### src/design/smsr_pkg.sv
`timescale 1ns / 1ps
package smsr_pkg;

    localparam int SAMPLE_W = 24;
    localparam int THR_W    = 23;
    localparam int CNT_W    = 16;
    localparam int NB_N     = 9;
    localparam int MED_RANK = 4;

    localparam logic [THR_W-1:0] THR_RESET = 23'd12800;
    localparam logic [CNT_W-1:0] CNT_MAX   = 16'hFFFF;

    typedef struct packed {
        logic signed [SAMPLE_W-1:0] sample;
        logic                       suspect;
        logic                       frame_end;
    } t_in_item;

    typedef struct packed {
        logic signed [SAMPLE_W-1:0] filtered;
        logic                       replaced;
        logic [CNT_W-1:0]           replaced_total;
        logic                       final_res;
    } t_out_item;

    typedef struct packed {
        logic shift;
        logic shift_vld;
        logic clear;
        logic gather;
        logic rank;
        logic med;
        logic emit;
        logic last;
    } t_dp_cmd;

    typedef struct packed {
        logic centre_valid;
        logic out_free;
    } t_dp_status;

endpackage

### src/design/smsr_if.sv
`timescale 1ns / 1ps
interface smsr_in_if;
    logic               valid;
    logic               ready;
    smsr_pkg::t_in_item payload;

    modport source (output valid, output payload, input ready);
    modport sink (input valid, input payload, output ready);
endinterface

interface smsr_out_if;
    logic                valid;
    logic                ready;
    smsr_pkg::t_out_item payload;

    modport source (output valid, output payload, input ready);
    modport sink (input valid, input payload, output ready);
endinterface

### src/design/selective_median_speck_removal_unit.sv
`timescale 1ns / 1ps
// Selective 3x3 median speck removal on a stream of signed Q16.8 power cells laid out in
// rows of ROW_WIDTH cells. A suspect cell is replaced by the median of the nine cells
// of its 3x3 window when it differs from that median by more than the threshold
// register; cells outside the frame are padded with the center value, and earlier
// cells are seen already filtered. Results come out in cell order, ROW_WIDTH+1 inputs
// behind their cells; the cell that carries frame_end also flushes the pending results,
// and the last one has final_res set. An input that completes a result runs through
// window shift, neighbor gather, rank compare, median select, decision and output, and
// step, one without a result through window shift, check and step. The frame end adds
// ROW_WIDTH+1 flush steps. The steps run in turn on the one shared rank and decision
// unit, which must see the updated previous cell before it starts on the next. A new
// input is taken while the last result still waits in the output register; write the
// threshold only while the block is idle.
module selective_median_speck_removal_unit #(
    parameter int ROW_WIDTH = 10
) (
    input  logic                          i_clk,
    input  logic                          i_rst_n,
    smsr_in_if.sink                       i_in,
    smsr_out_if.source                    o_out,
    input  logic                          i_cfg_we,
    input  logic [smsr_pkg::THR_W-1:0]    i_cfg_wdata
);
    import smsr_pkg::*;

    t_dp_cmd    cmd;
    t_dp_status status;
    logic       in_ready;
    logic       out_valid;
    t_out_item  out_item;

    smsr_ctrl #(
        .ROW_WIDTH(ROW_WIDTH)
    ) u_ctrl (
        .i_clk         (i_clk),
        .i_rst_n       (i_rst_n),
        .i_in_valid    (i_in.valid),
        .i_in_frame_end(i_in.payload.frame_end),
        .o_in_ready    (in_ready),
        .i_status      (status),
        .o_cmd         (cmd)
    );

    smsr_datapath #(
        .ROW_WIDTH(ROW_WIDTH)
    ) u_datapath (
        .i_clk      (i_clk),
        .i_rst_n    (i_rst_n),
        .i_cmd      (cmd),
        .o_status   (status),
        .i_sample   (i_in.payload.sample),
        .i_suspect  (i_in.payload.suspect),
        .i_cfg_we   (i_cfg_we),
        .i_cfg_wdata(i_cfg_wdata),
        .o_out_valid(out_valid),
        .i_out_ready(o_out.ready),
        .o_out_item (out_item)
    );

    assign i_in.ready    = in_ready;
    assign o_out.valid   = out_valid;
    assign o_out.payload = out_item;

endmodule

### src/design/smsr_ctrl.sv
`timescale 1ns / 1ps
module smsr_ctrl #(
    parameter int ROW_WIDTH = 10
) (
    input  logic                  i_clk,
    input  logic                  i_rst_n,
    input  logic                  i_in_valid,
    input  logic                  i_in_frame_end,
    output logic                  o_in_ready,
    input  smsr_pkg::t_dp_status  i_status,
    output smsr_pkg::t_dp_cmd     o_cmd
);
    import smsr_pkg::*;

    localparam int SPAN   = ROW_WIDTH + 1;
    localparam int LEFT_W = $clog2(SPAN + 1);

    localparam logic [2:0] S_IDLE   = 3'd0;
    localparam logic [2:0] S_GATHER = 3'd1;
    localparam logic [2:0] S_RANK   = 3'd2;
    localparam logic [2:0] S_MED    = 3'd3;
    localparam logic [2:0] S_EMIT   = 3'd4;
    localparam logic [2:0] S_NEXT   = 3'd5;

    logic [2:0]        r_state, n_state;
    logic [LEFT_W-1:0] r_left, n_left;
    logic              r_fend, n_fend;

    always_ff @(posedge i_clk) begin
        if (!i_rst_n) begin
            r_state <= S_IDLE;
            r_left  <= '0;
            r_fend  <= 1'b0;
        end else begin
            r_state <= n_state;
            r_left  <= n_left;
            r_fend  <= n_fend;
        end
    end

    always_comb begin
        n_state    = r_state;
        n_left     = r_left;
        n_fend     = r_fend;
        o_in_ready = 1'b0;
        o_cmd      = '0;
        unique case (r_state)
            S_IDLE: begin
                o_in_ready = 1'b1;
                if (i_in_valid) begin
                    o_cmd.shift     = 1'b1;
                    o_cmd.shift_vld = 1'b1;
                    n_fend          = i_in_frame_end;
                    n_left          = i_in_frame_end ? LEFT_W'(SPAN) : '0;
                    n_state         = S_GATHER;
                end
            end
            S_GATHER: begin
                if (i_status.centre_valid) begin
                    o_cmd.gather = 1'b1;
                    n_state      = S_RANK;
                end else begin
                    n_state = S_NEXT;
                end
            end
            S_RANK: begin
                o_cmd.rank = 1'b1;
                n_state    = S_MED;
            end
            S_MED: begin
                o_cmd.med = 1'b1;
                n_state   = S_EMIT;
            end
            S_EMIT: begin
                if (i_status.out_free) begin
                    o_cmd.emit = 1'b1;
                    o_cmd.last = r_fend && (r_left == '0);
                    n_state    = S_NEXT;
                end
            end
            S_NEXT: begin
                if (r_left != '0) begin
                    o_cmd.shift = 1'b1;
                    n_left      = r_left - 1'b1;
                    n_state     = S_GATHER;
                end else begin
                    if (r_fend) begin
                        o_cmd.clear = 1'b1;
                        n_fend      = 1'b0;
                    end
                    n_state = S_IDLE;
                end
            end
            default: begin
                n_state = S_IDLE;
            end
        endcase
    end

endmodule

### src/design/smsr_datapath.sv
`timescale 1ns / 1ps
module smsr_datapath #(
    parameter int ROW_WIDTH = 10
) (
    input  logic                                  i_clk,
    input  logic                                  i_rst_n,
    input  smsr_pkg::t_dp_cmd                     i_cmd,
    output smsr_pkg::t_dp_status                  o_status,
    input  logic signed [smsr_pkg::SAMPLE_W-1:0]  i_sample,
    input  logic                                  i_suspect,
    input  logic                                  i_cfg_we,
    input  logic [smsr_pkg::THR_W-1:0]            i_cfg_wdata,
    output logic                                  o_out_valid,
    input  logic                                  i_out_ready,
    output smsr_pkg::t_out_item                   o_out_item
);
    import smsr_pkg::*;

    localparam int SPAN  = ROW_WIDTH + 1;
    localparam int DEPTH = 2 * ROW_WIDTH + 3;
    localparam int TAP [NB_N] = '{
        0, 1, 2, ROW_WIDTH, ROW_WIDTH + 1, ROW_WIDTH + 2,
        2 * ROW_WIDTH, 2 * ROW_WIDTH + 1, 2 * ROW_WIDTH + 2
    };

    logic signed [SAMPLE_W-1:0] r_win_val [DEPTH];
    logic                       r_win_sus [DEPTH];
    logic [DEPTH-1:0]           r_win_vld;

    logic signed [SAMPLE_W-1:0] r_nb [NB_N];
    logic signed [SAMPLE_W-1:0] r_centre;
    logic                       r_sus;
    logic [NB_N-1:0]            r_hit;
    logic signed [SAMPLE_W-1:0] r_med;
    logic [THR_W-1:0]           r_thr;
    logic [CNT_W-1:0]           r_cnt;
    logic                       r_out_valid;
    t_out_item                  r_out_item;

    logic [NB_N-1:0]            lt_m [NB_N];
    logic [NB_N-1:0]            le_m [NB_N];
    logic [NB_N-1:0]            hit;
    logic signed [SAMPLE_W-1:0] med_sel;
    logic signed [SAMPLE_W:0]   diff;
    logic signed [SAMPLE_W:0]   thr_pos;
    logic signed [SAMPLE_W:0]   thr_neg;
    logic                       rep;
    logic [CNT_W-1:0]           n_cnt;

    assign o_status.centre_valid = r_win_vld[SPAN];
    assign o_status.out_free     = !r_out_valid || i_out_ready;
    assign o_out_valid           = r_out_valid;
    assign o_out_item            = r_out_item;

    always_ff @(posedge i_clk) begin
        if (i_cmd.shift) begin
            r_win_val[0] <= i_sample;
            r_win_sus[0] <= i_suspect;
            for (int k = 1; k < DEPTH; k++) begin
                r_win_val[k] <= r_win_val[k-1];
                r_win_sus[k] <= r_win_sus[k-1];
            end
        end else if (i_cmd.emit && rep) begin
            r_win_val[SPAN] <= r_med;
        end
    end

    always_ff @(posedge i_clk) begin
        if (!i_rst_n) begin
            r_win_vld <= '0;
        end else if (i_cmd.clear) begin
            r_win_vld <= '0;
        end else if (i_cmd.shift) begin
            r_win_vld <= {r_win_vld[DEPTH-2:0], i_cmd.shift_vld};
        end
    end

    always_ff @(posedge i_clk) begin
        if (i_cmd.gather) begin
            r_centre <= r_win_val[SPAN];
            r_sus    <= r_win_sus[SPAN];
            for (int k = 0; k < NB_N; k++) begin
                r_nb[k] <= r_win_vld[TAP[k]] ? r_win_val[TAP[k]] : r_win_val[SPAN];
            end
        end
        if (i_cmd.rank) begin
            r_hit <= hit;
        end
        if (i_cmd.med) begin
            r_med <= med_sel;
        end
    end

    always_comb begin
        for (int i = 0; i < NB_N; i++) begin
            for (int j = 0; j < NB_N; j++) begin
                lt_m[i][j] = (i != j) && (r_nb[j] < r_nb[i]);
                le_m[i][j] = (i != j) && (r_nb[j] <= r_nb[i]);
            end
            hit[i] = ($countones(lt_m[i]) <= MED_RANK) && ($countones(le_m[i]) >= MED_RANK);
        end
    end

    always_comb begin
        med_sel = r_nb[0];
        for (int i = NB_N - 1; i >= 0; i--) begin
            if (r_hit[i]) begin
                med_sel = r_nb[i];
            end
        end
    end

    assign diff    = {r_centre[SAMPLE_W-1], r_centre} - {r_med[SAMPLE_W-1], r_med};
    assign thr_pos = $signed({2'b00, r_thr});
    assign thr_neg = -thr_pos;
    assign rep     = r_sus && ((diff > thr_pos) || (diff < thr_neg));
    assign n_cnt   = (rep && (r_cnt != CNT_MAX)) ? r_cnt + 1'b1 : r_cnt;

    always_ff @(posedge i_clk) begin
        if (!i_rst_n) begin
            r_thr       <= THR_RESET;
            r_cnt       <= '0;
            r_out_valid <= 1'b0;
        end else begin
            if (i_cfg_we) begin
                r_thr <= i_cfg_wdata;
            end
            if (i_cmd.clear) begin
                r_cnt <= '0;
            end else if (i_cmd.emit) begin
                r_cnt <= n_cnt;
            end
            if (i_cmd.emit) begin
                r_out_valid <= 1'b1;
            end else if (i_out_ready) begin
                r_out_valid <= 1'b0;
            end
        end
    end

    always_ff @(posedge i_clk) begin
        if (i_cmd.emit) begin
            r_out_item.filtered       <= rep ? r_med : r_centre;
            r_out_item.replaced       <= rep;
            r_out_item.replaced_total <= n_cnt;
            r_out_item.final_res      <= i_cmd.last;
        end
    end

endmodule
### src/flat_wrapper.sv
// flat-port wrapper written by rule: the top's interface ports become plain ports
module selective_median_speck_removal_unit_flat import smsr_pkg::*;
#(
    parameter int ROW_WIDTH = 10
)
  (i_clk, i_rst_n, i_cfg_we, i_cfg_wdata, i_in_valid, i_in_payload, i_in_ready, o_out_valid, o_out_payload, o_out_ready);
  smsr_in_if i_in_i ();
  smsr_out_if o_out_i ();
  input  logic i_clk;
  input  logic i_rst_n;
  input  logic i_cfg_we;
  input  logic [smsr_pkg::THR_W-1:0] i_cfg_wdata;
  input wire logic [$bits(i_in_i.valid)-1:0] i_in_valid;
  input wire logic [$bits(i_in_i.payload)-1:0] i_in_payload;
  output wire logic [$bits(i_in_i.ready)-1:0] i_in_ready;
  output wire logic [$bits(o_out_i.valid)-1:0] o_out_valid;
  output wire logic [$bits(o_out_i.payload)-1:0] o_out_payload;
  input wire logic [$bits(o_out_i.ready)-1:0] o_out_ready;
  assign i_in_i.valid = i_in_valid;
  assign i_in_i.payload = i_in_payload;
  assign i_in_ready = i_in_i.ready;
  assign o_out_valid = o_out_i.valid;
  assign o_out_payload = o_out_i.payload;
  assign o_out_i.ready = o_out_ready;
  selective_median_speck_removal_unit #(.ROW_WIDTH(ROW_WIDTH)) u_core (.i_clk(i_clk), .i_rst_n(i_rst_n), .i_in(i_in_i), .o_out(o_out_i), .i_cfg_we(i_cfg_we), .i_cfg_wdata(i_cfg_wdata));
endmodule
### config.mk
export PLATFORM = sky130hd
export DESIGN_NAME = selective_median_speck_removal_unit_flat
export DESIGN_NICKNAME = d
export VERILOG_FILES = /design/src/design/smsr_pkg.sv /design/src/design/smsr_if.sv /design/src/design/selective_median_speck_removal_unit.sv /design/src/design/smsr_ctrl.sv /design/src/design/smsr_datapath.sv /design/src/flat_wrapper.sv
export SDC_FILE = /design/constraint.sdc
export NUM_CORES = 2
export LEC_CHECK = 0
export BUFFER_PORTS_ARGS = -buffer_cell sky130_fd_sc_hd__buf_2
export CORE_ASPECT_RATIO = 1.2
export CORE_UTILIZATION = 50
export CTS_CLUSTER_SIZE = 16
export DETAILED_ROUTE_END_ITERATION = 8
export PLACE_DENSITY = 0.64
export RECOVER_POWER = 25
export SLEW_MARGIN = 15
export SYNTH_ARGS = -nofsm -noshare
export SYNTH_HDL_FRONTEND = slang
export SYNTH_SLANG_ARGS = --single-unit
export TNS_END_PERCENT = 10
### constraint.sdc
create_clock -name i_clk -period 25.3 [get_ports i_clk]
set_input_delay 5.06 -clock i_clk [delete_from_list [all_inputs] [get_ports i_clk]]
set_output_delay 5.06 -clock i_clk [all_outputs]
set_load 0.03 [all_outputs]
==> flow_summary.ini <==
[outcome]
status = finished, final reports clean

[floorplanning]
fp.dieW_um = 318.0
dieArea_um2 = 121300
initial_core_util_pct = 50.60
top_level_ports = 98
core_area_um2 = 118400
row_count = 138
die_y_um = 381.3

[flow_run]
drv_cap = 0

[drt]
wl_um = 213100
drt-initial-drc-count = 4072
drtAntennaViolNets = 0
dr.pass1.iters = 6
remaining_drc_errors = 0
vias_per_cell = 6.189
avgRoutedWirePerCell_um = 30.80
num_vias = 42820

[clock_tree]
h-tree-depth = 3
clockRootBuffer = clkbuf_16
clk_latency_ps = 730
clk_pin_slew_ps = 60
postCtsSetupBuffers = 0
cts-buffers-inserted = 92
cts_buffer_depth = 3
ctsHoldBuffers = 0
cts_tree = yes
cts_sinks = 927
cts_resized = 0

[timing]
worstMarginPinSlew_ps = 1307
setup_violations = 0
slew_headroom_pct = 12.90
hold_viol = 0
fmaxAchievable_ghz = 0.1199
tns_ps = 0
period_share_pct = 32.96
drv_slew = 0
fin_crit_ps = 8339
clock_skew_ps = 31.80
rsz0062_at_grt = false

[finish]
regArea_um2 = 27130
fin_cells = 6918
final_nets = 6398
drive_above_1_share_pct = 11.15
fill_cells = 10090
syn2layout_area_growth_pct = 9.679
multi_input_area_um2 = 30980
final_util_pct = 55.49

[synth]
async_flop_share_pct = 0
synth_compound_area_share_pct = 11.22
yosysMostFrequentCell = ha_1
post-synth-top-area-cell = edfxtp_1
seq_area_frac_synth_pct = 45.26
synthFlopType = edfxtp_1
synth_top_family_by_area = adder cells
syn_avg_cell_area_um2 = 11.75
synthMuxAreaShare_pct = 6.673
yosys.area_share.adder_pct = 22.69
synth-xor-area-share_pct = 0.9854
synth_top_cells_by_count = 985 x ha_1, 856 x edfxtp_1, 389 x inv_1, 349 x nand2_1, 246 x a21oi_1
ys_types = 80
ys_ff_latch = 927
synth_edf_count = 856
synth_top_area_share_pct = 42.89
synthSimpleGateAreaFrac_pct = 10.02
syn_nets = 6203
synth_area_um2 = 59930
synth_warnings = 0
synthTopCellsByArea = edfxtp_1 43%, ha_1 21%, mux2_2 3.9%
syn_inst = 5101

[grt]
grt_start_max_net_pins = 163
track_usage_pct = 34.92
grt_pass1_vias = 41430
grt_first_pass_wirelength_um = 298500
grt_antenna_before_repair = 6
globalRoute.totalOverflow = 0

[power_and_ir_drop]
vdd.ir_drop.worst_mv = 0.06369
p_sw_share_pct = 22.34
p_leak_nw = 28.06
powerDensity_nw_per_um2 = 51.19
combPwrFrac_pct = 4.7
power_switching_mw = 0.7516
power_frac_clock_pct = 40.0
internal_power_mw = 2.613
pwr-share-seq_pct = 55.4

[place]
hpwl_um = 161900
gp_congestion = 1.102
placed_cells = 6742
portBuffers = 97

[critical_path]
cp-start-kind = primary input
worstSetupPathType = in2reg
endpoint_kind = flop
arrival_ps = 8670
critPathRequiredTime_ps = 25630
worstPathMaxFanout = 106

[min_path]
worstHoldPathType = reg2reg
==> per-layer routing <==
metal	up-vias	GRT usage, %	routed length [um]
met5	-	0	14
met4	2	24.63	17400
met3	575	6.496	15270
met2	1798	54.09	93830
met1	20900	44.13	86550
li1	19540	-	-
==> per-stage QoR <==
| stage | area [um^2] | hold slack [ps] | power (mW) | worst slack [ps] |
|---|---|---|---|---|
| final | 65730 | 407.3 | 3.365 | 16960 |
| after global routing | 65730 | 400.5 | 3.473 | 16710 |
| after CTS | 65720 | 398.4 | 3.399 | 16960 |
| after detailed placement | 62750 | 404.5 | 2.053 | 16210 |
| after global placement | 62750 | 400.3 | 2.046 | 16290 |
| after floorplan | 59930 | 400.3 | 2.045 | 4105 |
==> cell type report <==
cell class	instances	area share, %
multi-input cells	3689	47.13
inverters	391	2.244
clock buffers	111	3.706
well taps	1540	2.931
flip-flops and latches	927	41.27
clock inverters	60	0.8052
diodes	5	0.01904
repair buffers	195	1.896
==> kinds of logic (layout without fill, tap and decap cells) <==
| family | after synthesis | after routing |
|---|---|---|
| AO/OA/AOI/OAI | 1039 | 1039 |
| XOR/XNOR | 65 | 65 |
| adder cells (fa/ha/maj) | 1049 | 1049 |
| buffers and inverters | 485 | 757 |
| flip-flops | 927 | 927 |
| multiplexers | 364 | 364 |
| other | 0 | 5 |
| AND/OR/NAND/NOR | 1172 | 1172 |
==> sequential cells by signal, summed over array words and instances, names as in the netlist <==
register and count:
u_core.u_datapath.r_med 24, u_core.u_datapath.r_nb 193, u_core.u_datapath.r_win_val 552, u_core.u_ctrl.r_state 3, u_core.u_ctrl.r_left 4, u_core.u_datapath.o_out_valid 1, u_core.u_datapath.r_hit 9, u_core.u_datapath.r_thr 23
u_core.u_datapath.r_win_sus 12, u_core.u_datapath.r_sus 1, u_core.u_datapath.r_cnt 16, u_core.u_ctrl.r_fend 1, u_core.u_datapath.o_out_item 42, u_core.u_datapath.r_win_vld 23, u_core.u_datapath.r_centre 23
==> path summary, 6_finish.rpt <==
path,startpoint,endpoint,slack (ps),cells after the start
worst max-delay path,i_in_valid,u_core.u_datapath.r_win_val[4][19],16960,7
worst min-delay path,u_core.u_datapath.r_win_val[4][19],u_core.u_datapath.r_win_val[5][19],410,0
worst max register to register,u_core.u_datapath.r_nb[0][17],u_core.u_datapath.r_hit[5],18050,21
worst min register to register,u_core.u_datapath.r_win_val[4][19],u_core.u_datapath.r_win_val[5][19],410,0
==> worst max-delay path, cell delays in order <==
cell	delay (ps)
buf_2	110
a21oi_2	50
buf_4	240
inv_8	530
buf_4	750
buf_4	850
buf_4	760
==> power by group through the flow <==
stage          Sequential, mW  Clock (mW)  Combinational [mW]
2_1_floorplan            1.94           0               0.109
3_3_place_gp             1.89           0               0.155
3_5_place_dp             1.89           0               0.159
4_1_cts                  1.86        1.38               0.159
5_1_grt                  1.87        1.43               0.172
6_report                 1.86        1.34               0.157
==> cells in the final DEF (no fill, tap or decap), types with 63 or more instances in the layout <==
cell / n
a21o_1: 231
a21oi_1: 245
buf_2: 97
buf_4: 96
clkbuf_16: 94
dfxtp_1: 70
edfxtp_1: 856
fa_1: 63
ha_1: 985
inv_1: 389
mux2_2: 208
mux2i_1: 137
nand2_1: 349
nand2b_1: 98
nand3_1: 76
nand4_1: 196
nor2_1: 164
nor2b_1: 129
o21a_1: 171
o21ai_0: 210
(Power assumes the default switching activity.)
